File: src/design/ssc_pkg.sv
// Shared types, constants and helpers for the substring search and count block.
// Used by every module of the block; depends on nothing.
`timescale 1ns / 1ps
package ssc_pkg;

	// Widths fixed by the register map and the result fields
	localparam int PatMaxDef = 16;  // default window depth
	localparam int LenMax    = 16;  // longest pattern the registers can hold
	localparam int LenW      = 5;   // pattern_length register width
	localparam int HoldW     = 4;   // holdoff counter, at most LenMax - 1
	localparam int PosW      = 32;
	localparam int CntW      = 32;
	localparam int CfgW      = 64;
	localparam int IdxW      = 2;

	// Configuration register indexes
	typedef enum logic [IdxW-1:0] {
		CFG_PAT_LO  = 2'd0,
		CFG_PAT_HI  = 2'd1,
		CFG_PAT_LEN = 2'd2,
		CFG_START   = 2'd3
	} ssc_cfg_e;

	// Stage-one item travelling to the tally stage
	typedef struct packed {
		logic            valid;
		logic            last;
		logic [PosW-1:0] pos;
	} ssc_item_t;

	// Compare result for the item in stage one
	typedef struct packed {
		logic             hit;
		logic [HoldW-1:0] len_m1;
	} ssc_hit_t;

	// Pattern byte k of the 16-byte pattern; bytes 16 and up read as zero
	function automatic logic [7:0] pat_byte(input logic [2*CfgW-1:0] pat,
			input logic [LenW-1:0] k);
		logic [7:0] b;
		b = 8'd0;
		if (k < LenW'(LenMax)) begin
			b = pat[k[HoldW-1:0]*8 +: 8];
		end
		return b;
	endfunction

endpackage

File: src/design/ssc_window.sv
// Stage one: sliding byte window, fill count and text position.
// Depends on ssc_pkg.
`timescale 1ns / 1ps
module ssc_window #(
	parameter int PATTERN_MAX = ssc_pkg::PatMaxDef
) (
	input  logic                              clk,
	input  logic                              arst_n,
	input  logic                              accept,
	input  logic                              advance,
	input  logic [7:0]                        text_byte,
	input  logic                              last_byte,
	output logic [PATTERN_MAX-1:0][7:0]       win,
	output logic [$clog2(PATTERN_MAX+1)-1:0]  fill,
	output ssc_pkg::ssc_item_t                item
);
	import ssc_pkg::*;

	localparam int FillW = $clog2(PATTERN_MAX + 1);

	logic [PATTERN_MAX-1:0][7:0] win_q;
	logic [FillW-1:0]            fill_q;
	logic [PosW-1:0]             pos_q;    // position of the next byte
	logic                        last_q;   // last accepted byte closed a text
	logic                        valid_s1;
	logic [PosW-1:0]             cur_s1;

	logic [FillW-1:0] fill_base;
	logic [PosW-1:0]  pos_base;

	// A closed text starts the next one from empty state
	assign fill_base = last_q ? '0 : fill_q;
	assign pos_base  = last_q ? '0 : pos_q;

	// Window shift, counters and the stage-one request
	always_ff @(posedge clk or negedge arst_n) begin
		if (!arst_n) begin
			win_q    <= '0;
			fill_q   <= '0;
			pos_q    <= '0;
			last_q   <= 1'b0;
			valid_s1 <= 1'b0;
			cur_s1   <= '0;
		end else begin
			if (accept) begin
				for (int k = PATTERN_MAX - 1; k > 0; k--) begin
					win_q[k] <= last_q ? 8'd0 : win_q[k-1];
				end
				win_q[0] <= text_byte;
				fill_q   <= (fill_base < FillW'(PATTERN_MAX)) ? fill_base + 1'b1 : fill_base;
				pos_q    <= (&pos_base) ? pos_base : pos_base + 1'b1;
				cur_s1   <= pos_base;
				last_q   <= last_byte;
				valid_s1 <= 1'b1;
			end else if (advance) begin
				valid_s1 <= 1'b0;
			end
		end
	end

	assign win        = win_q;
	assign fill       = fill_q;
	assign item.valid = valid_s1;
	assign item.last  = last_q;
	assign item.pos   = cur_s1;

endmodule

File: src/design/ssc_match.sv
// Parallel compare of the window against the configured pattern.
// Depends on ssc_pkg.
`timescale 1ns / 1ps
module ssc_match #(
	parameter int PATTERN_MAX = ssc_pkg::PatMaxDef
) (
	input  logic [PATTERN_MAX-1:0][7:0]       win,
	input  logic [$clog2(PATTERN_MAX+1)-1:0]  fill,
	input  logic [2*ssc_pkg::CfgW-1:0]        pat,
	input  logic [ssc_pkg::LenW-1:0]          pat_len,
	output ssc_pkg::ssc_hit_t                 hit
);
	import ssc_pkg::*;

	localparam int LenCap = (PATTERN_MAX < LenMax) ? PATTERN_MAX : LenMax;

	logic [LenW-1:0] len;
	logic            ok;

	// Effective length: zero means one, clamp to the window depth
	always_comb begin
		len = pat_len;
		if (len == '0) begin
			len = LenW'(1);
		end
		if (len > LenW'(LenCap)) begin
			len = LenW'(LenCap);
		end
	end

	// Window entry k holds the byte that must equal pattern byte len-1-k
	always_comb begin
		ok = (int'(fill) >= int'(len));
		for (int k = 0; k < PATTERN_MAX; k++) begin
			if (k < int'(len)) begin
				if (win[k] != pat_byte(pat, len - 1'b1 - LenW'(k))) begin
					ok = 1'b0;
				end
			end
		end
	end

	assign hit.hit    = ok;
	assign hit.len_m1 = HoldW'(len - 1'b1);

endmodule

File: src/design/ssc_tally.sv
// Stage two: first-match tracking, non-overlapping count and result register.
// Depends on ssc_pkg.
`timescale 1ns / 1ps
module ssc_tally (
	input  logic                       clk,
	input  logic                       arst_n,
	input  ssc_pkg::ssc_item_t         item,
	input  logic                       advance,
	input  ssc_pkg::ssc_hit_t          hit,
	input  logic [ssc_pkg::PosW-1:0]   search_start,
	input  logic                       out_ready,
	output logic                       out_valid,
	output logic                       found,
	output logic [ssc_pkg::PosW-1:0]   first_position,
	output logic [ssc_pkg::CntW-1:0]   match_count
);
	import ssc_pkg::*;

	logic             first_valid_q;
	logic [PosW-1:0]  first_pos_q;
	logic [HoldW-1:0] holdoff_q;
	logic [CntW-1:0]  count_q;
	logic             out_valid_q;
	logic             found_q;
	logic [PosW-1:0]  first_out_q;
	logic [CntW-1:0]  count_out_q;

	logic [PosW-1:0]  start;
	logic             fv_n;
	logic [PosW-1:0]  fp_n;
	logic [HoldW-1:0] ho_n;
	logic [CntW-1:0]  cnt_n;

	assign start = item.pos - PosW'(hit.len_m1);

	// Next tally for the item leaving stage one
	always_comb begin
		fv_n  = first_valid_q;
		fp_n  = first_pos_q;
		ho_n  = holdoff_q;
		cnt_n = count_q;
		if (hit.hit && !first_valid_q && (start >= search_start)) begin
			fv_n = 1'b1;
			fp_n = start;
		end
		if (holdoff_q != '0) begin
			ho_n = holdoff_q - 1'b1;
		end else if (hit.hit) begin
			cnt_n = (&count_q) ? count_q : count_q + 1'b1;
			ho_n  = hit.len_m1;
		end
	end

	// Running state; cleared when a text closes
	always_ff @(posedge clk or negedge arst_n) begin
		if (!arst_n) begin
			first_valid_q <= 1'b0;
			first_pos_q   <= '0;
			holdoff_q     <= '0;
			count_q       <= '0;
		end else if (advance) begin
			if (item.last) begin
				first_valid_q <= 1'b0;
				first_pos_q   <= '0;
				holdoff_q     <= '0;
				count_q       <= '0;
			end else begin
				first_valid_q <= fv_n;
				first_pos_q   <= fp_n;
				holdoff_q     <= ho_n;
				count_q       <= cnt_n;
			end
		end
	end

	// Result register
	always_ff @(posedge clk or negedge arst_n) begin
		if (!arst_n) begin
			out_valid_q <= 1'b0;
		end else if (advance && item.last) begin
			out_valid_q <= 1'b1;
		end else if (out_ready) begin
			out_valid_q <= 1'b0;
		end
	end

	always_ff @(posedge clk) begin
		if (advance && item.last) begin
			found_q     <= fv_n;
			first_out_q <= fv_n ? fp_n : '0;
			count_out_q <= cnt_n;
		end
	end

	assign out_valid      = out_valid_q;
	assign found          = found_q;
	assign first_position = first_out_q;
	assign match_count    = count_out_q;

endmodule

File: src/design/substring_search_and_count.sv
// Streaming substring search and non-overlapping match count, top level.
// The result is registered: the last byte's request passes the stage-one register, then the result register.
// Throughput: one text byte per cycle while not stalled, set by the combinational window compare.
// A waiting result stalls the input only while another closing item waits in stage one.
// Reset is asynchronous: control and configuration registers return to defaults, all text state clears.
// Depends on ssc_pkg, ssc_window, ssc_match, ssc_tally.
`timescale 1ns / 1ps
module substring_search_and_count #(
	parameter int PATTERN_MAX = ssc_pkg::PatMaxDef
) (
	input  logic                       clk,
	input  logic                       arst_n,
	// configuration write port
	input  logic                       cfg_wen,
	input  logic [ssc_pkg::IdxW-1:0]   cfg_index,
	input  logic [ssc_pkg::CfgW-1:0]   cfg_wdata,
	// text stream
	input  logic                       s_tvalid,
	output logic                       s_tready,
	input  logic [7:0]                 s_tdata,   // [7:0] text_byte
	input  logic                       s_tlast,   // last_byte
	// result stream
	output logic                       m_tvalid,
	input  logic                       m_tready,
	output logic [63:0]                m_tdata,   // [31:0] first_position, [63:32] match_count
	output logic                       m_tuser    // [0] found
);
	import ssc_pkg::*;

	localparam int FillW = $clog2(PATTERN_MAX + 1);

	logic [CfgW-1:0] pat_lo_q;
	logic [CfgW-1:0] pat_hi_q;
	logic [LenW-1:0] pat_len_q;
	logic [PosW-1:0] start_q;

	logic [PATTERN_MAX-1:0][7:0] win;
	logic [FillW-1:0]            fill;
	ssc_item_t                   item;
	ssc_hit_t                    hit;
	logic                        accept;
	logic                        advance;
	logic                        stall;
	logic                        found;
	logic [PosW-1:0]             first_position;
	logic [CntW-1:0]             match_count;

	// Configuration registers
	always_ff @(posedge clk or negedge arst_n) begin
		if (!arst_n) begin
			pat_lo_q  <= '0;
			pat_hi_q  <= '0;
			pat_len_q <= LenW'(1);
			start_q   <= '0;
		end else if (cfg_wen) begin
			unique case (ssc_cfg_e'(cfg_index))
				CFG_PAT_LO:  pat_lo_q  <= cfg_wdata;
				CFG_PAT_HI:  pat_hi_q  <= cfg_wdata;
				CFG_PAT_LEN: pat_len_q <= cfg_wdata[LenW-1:0];
				CFG_START:   start_q   <= cfg_wdata[PosW-1:0];
				default: ;
			endcase
		end
	end

	// Stage one holds while a closing item waits on a full result register
	assign stall    = item.valid && item.last && m_tvalid && !m_tready;
	assign advance  = item.valid && !stall;
	assign s_tready = !stall;
	assign accept   = s_tvalid && s_tready;

	ssc_window #(.PATTERN_MAX(PATTERN_MAX)) u_window (
		.clk       (clk),
		.arst_n    (arst_n),
		.accept    (accept),
		.advance   (advance),
		.text_byte (s_tdata),
		.last_byte (s_tlast),
		.win       (win),
		.fill      (fill),
		.item      (item)
	);

	ssc_match #(.PATTERN_MAX(PATTERN_MAX)) u_match (
		.win     (win),
		.fill    (fill),
		.pat     ({pat_hi_q, pat_lo_q}),
		.pat_len (pat_len_q),
		.hit     (hit)
	);

	ssc_tally u_tally (
		.clk            (clk),
		.arst_n         (arst_n),
		.item           (item),
		.advance        (advance),
		.hit            (hit),
		.search_start   (start_q),
		.out_ready      (m_tready),
		.out_valid      (m_tvalid),
		.found          (found),
		.first_position (first_position),
		.match_count    (match_count)
	);

	assign m_tdata = {match_count, first_position};
	assign m_tuser = found;

	// A result with no match reports position zero
	a_pos_zero: assert property (@(posedge clk) disable iff (!arst_n)
		m_tvalid && !m_tuser |-> m_tdata[31:0] == 32'd0)
		else $error("first_position nonzero without a match");

	// Any match found implies at least one counted match
	a_found_count: assert property (@(posedge clk) disable iff (!arst_n)
		m_tvalid && m_tuser |-> m_tdata[63:32] != 32'd0)
		else $error("match found but count is zero");

	// Input only stalls behind a waiting result
	a_stall_cause: assert property (@(posedge clk) disable iff (!arst_n)
		!s_tready |-> m_tvalid && !m_tready && item.valid && item.last)
		else $error("input stalled without a blocked result");

	// A new result follows a closing item leaving stage one
	a_out_source: assert property (@(posedge clk) disable iff (!arst_n)
		$rose(m_tvalid) |-> $past(advance && item.last))
		else $error("result appeared without a closing item");

endmodule

File: config.mk
export PLATFORM = sky130hd
export DESIGN_NAME = substring_search_and_count
export DESIGN_NICKNAME = d
export VERILOG_FILES = /design/src/design/ssc_pkg.sv /design/src/design/ssc_window.sv /design/src/design/ssc_match.sv /design/src/design/ssc_tally.sv /design/src/design/substring_search_and_count.sv
export SDC_FILE = /design/constraint.sdc
export NUM_CORES = 1
export LEC_CHECK = 0
export ABC_AREA = 1
export BUFFER_PORTS_ARGS = -buffer_cell sky130_fd_sc_hd__buf_2
export CAP_MARGIN = 20
export CORE_UTILIZATION = 45
export CTS_CLUSTER_SIZE = 8
export DETAILED_ROUTE_END_ITERATION = 6
export PLACE_DENSITY_LB_ADDON = 0.1
export SKIP_CTS_REPAIR_TIMING = 1
export SLEW_MARGIN = 40
export SYNTH_ARGS = -nofsm -noshare
export SYNTH_HDL_FRONTEND = slang
export SYNTH_SLANG_ARGS = --single-unit
File: constraint.sdc
create_clock -name clk -period 17.2 [get_ports clk]
set_input_delay 1.72 -clock clk [delete_from_list [all_inputs] [get_ports clk]]
set_output_delay 1.72 -clock clk [all_outputs]
set_load 0.005 [all_outputs]
==> results.py <==
metrics = {
    "status": {
        "run_status": "finished with violations",
        "violations": "DRC",
    },
    "global_route": {
        "grt_remaining_overflow": 0,
        "grt_use_total_pct": 36.83,
        "grt_pass1_vias": 28580,
        "antenna_found_initial": 0,
        "grt_start_max_net_pins": 129,
        "grt_pass1_wl_um": 192000,
    },
    "timing": {
        "grt_setup_unrepaired": "false",
        "finalHoldViolations": 0,
        "finalSetupViolCount": 0,
        "tns_ns": 0,
        "fmax_ghz": 0.1136,
        "maxSlewHeadroom_pct": 40.10,
        "hold_slack_ns": 0.4778,
        "finalCritPeriodShare_pct": 51.19,
        "maxSlewViolCount": 0,
        "fin_crit_ns": 8.804,
        "tightest_slew_ns": 0.8963,
        "fin_skew_ns": 0.02533,
    },
    "clocking": {
        "cts_buffers": 73,
        "htreeDepth": 3,
        "clockRootBuffer": "clkbuf_16",
        "clock-sinks": 499,
        "path_clk_slew_ns": 0.05,
        "clock_path_buffers": 3,
        "tritoncts": "done",
        "clkLatencyLatePin_ns": 0.63,
    },
    "placement": {
        "place_congestion": 1.130,
        "portBuffers": 146,
        "dp.final_hpwl_um": 100800,
    },
    "pwr": {
        "fin_total_pwr_uw": 5596,
        "cellLeakagePower_uw": 0.01706,
        "ir_drop_v": 0.00007974,
        "power.density_nw_per_um2": 158.1,
    },
    "route": {
        "wire_per_inst_um": 23.83,
        "routed_via_density": 5.837,
        "drt-pass1-iter-count": 7,
        "vias": 32420,
        "drc": 1,
        "wl_um": 132400,
        "ant_nets": 0,
        "drtIter0Drc": 5015,
    },
    "setup_path": {
        "endpoint": "u_tally.first_position[25]",
        "rr_endpoint": "u_tally.first_position[25]",
        "reg2reg_slack_ns": 8.40,
        "cp-start-kind": "flop",
        "path_class": "reg -> reg",
        "critPathMaxStageDelay_ns": 0.76,
        "r2r-start": "pat_len_q[4]",
        "critPathLaunch": "pat_len_q[4]",
        "worstPathRequired_ns": 17.65,
        "ff2ff_path_depth": 28,
        "path_max_fanout": 76,
        "path_common_cell": "nand2_1",
        "cp.arrival_ns": 9.26,
        "cp-end-kind": "flop",
        "cpMaxStageDelayCell": "ha_2",
    },
    "synth": {
        "synth.most_common_cell": "nand2_1",
        "syn-cell-area_um2": 31810,
        "synth_cell_types": 51,
        "yosys-top-cells-area": "dfrtp_1, nand3_1, nand2_1, edfxtp_1, inv_1",
        "ys_warn_count": 0,
        "synth_fp_nets": 4686,
        "syn_avg_cell_area_um2": 6.987,
        "netlist.area_leader.share_pct": 34.07,
        "async_reset_ff_share_pct": 86.97,
        "synth-seq-area-share_pct": 40.29,
        "synth_common_cells": "nand2_1, nand3_1, inv_1, dfrtp_1, o21ai_0",
        "synth_edf_count": 65,
        "yosysTopAreaCell": "dfrtp_1",
        "synth_flop_cell": "dfrtp_1",
        "synth_cells": 4552,
        "ys_seq_elements": 499,
    },
    "floorplan": {
        "start_util_pct": 45.42,
        "die_h_um": 267.9,
        "coreArea_um2": 70030,
        "die_x_um": 267.9,
        "dieArea_um2": 71750,
        "ios": 147,
        "num_rows": 97,
    },
    "min_path": {
        "hp-class": "reg -> reg",
    },
    "finish": {
        "drive_above_1_share_pct": 7.259,
        "syn_to_final_growth_pct": 11.24,
        "final_nets": 4719,
        "multi_input_area_um2": 16260,
        "regArea_um2": 12810,
        "fin_util_pct": 50.52,
        "diodes": 0,
        "fillerInstances": 7070,
    },
    "flow_run": {
        "drv_cap": 0,
    },
}
[final cells by class]
type	instances	area share (%)
Multi-Input combinational cell	3323	45.96
Sequential cell	499	36.22
Clock buffer	100	5.683
Inverter	496	5.269
Timing Repair Buffer	192	3.324
Tap cell	940	3.324
Clock inverter	5	0.2263
[registers in the layout, indices dropped and copies added, names as in the netlist]
register and count:
u_tally.found 1, u_tally.first_pos_q 32, u_tally.out_valid 1, u_window.pos_q 32
pat_len_q 5, u_tally.first_valid_q 1, u_tally.match_count 32, u_tally.holdoff_q 4
u_window.fill 5, u_window.cur_s1 32, u_window.last_q 1, u_tally.first_position 32
u_tally.count_q 32, u_window.valid_s1 1, u_window.win 128, pat_lo_q 64
pat_hi_q 64, start_q 32
[critical path, delay by kind of cell, from the launching register on]
kind	cells	cell delay [ns]
buf+inv	7	2.70
flops	1	0.35
compound gates	1	0.16
simple gates	18	4.15
fa+ha+maj	2	1.18
[metrics by stage]
stage	instance area (µm²)	worst slack, ns	std cells
final	35380	8.396	5555
after floorplan	31810	10.85	4552
after global routing	35380	7.883	5555
after global placement	33130	8.581	5447
after detailed placement	33220	8.421	5449
after CTS	35310	8.402	5554
[worst min path at each step]
| stage | start | endpoint | slack (ns) | depth (start not counted) |
|---|---|---|---|---|
| final | u_tally.first_pos_q[2] | u_tally.first_pos_q[2] | 0.48 | 2 |
| after global routing | u_tally.first_pos_q[18] | u_tally.first_pos_q[18] | 0.50 | 2 |
| after CTS | u_tally.first_pos_q[6] | u_tally.first_pos_q[6] | 0.48 | 2 |
| after detailed placement | u_tally.first_pos_q[6] | u_tally.first_pos_q[6] | 0.47 | 2 |
| after global placement | u_tally.first_pos_q[3] | u_tally.first_pos_q[3] | 0.46 | 2 |
| after floorplan | u_tally.first_pos_q[13] | u_tally.first_pos_q[13] | 0.45 | 2 |
[cell usage in the layout (no fill, tap or decap), types with 21 or more instances in the layout]
| master | count |
|---|---|
| edfxtp_1 | 65 |
| o21ai_1 | 25 |
| buf_4 | 34 |
| xor2_1 | 66 |
| nor2_1 | 168 |
| clkbuf_1 | 21 |
| nor3_1 | 42 |
| nand2_1 | 1303 |
| clkbuf_16 | 75 |
| o22ai_1 | 128 |
| inv_1 | 482 |
| xnor2_1 | 21 |
| a21oi_1 | 41 |
| buf_2 | 145 |
| o21ai_0 | 234 |
| nand4_1 | 127 |
| ha_1 | 52 |
| nand3_1 | 1011 |
| dfrtp_1 | 433 |
[cell families (layout without fill, tap and decap cells)]
| family | count (synthesis) | count (layout) | synth area share, % |
|---|---|---|---|
| buffers and inverters | 730 | 793 | 9.068 |
| DFF | 499 | 499 | 40.29 |
| AOI/OAI and AO/OA | 452 | 452 | 7.888 |
| and+or+nand+nor | 2725 | 2725 | 38.01 |
| adders and majority gates | 54 | 54 | 2.148 |
| xor gates and xnor gates | 92 | 92 | 2.604 |
[power by group]
part	total, µW	switching, µW	internal (µW)	leakage, µW
sequential	1400	103	1300	0.00638
combinational	2840	2120	725	0.00966
clock	1350	547	807	0.00101
[routing by layer]
| metal | vias up | share of wire [%] | track usage (%) |
|---|---|---|---|
| li1 | 15200 | - | - |
| met1 | 15270 | 44 | 54.00 |
| met2 | 1705 | 38 | 48.31 |
| met3 | 251 | 14 | 14.56 |
| met4 | 0 | 3.8 | 12.40 |
| met5 | - | 0 | 0 |
Power figures use the tool's default switching activity.
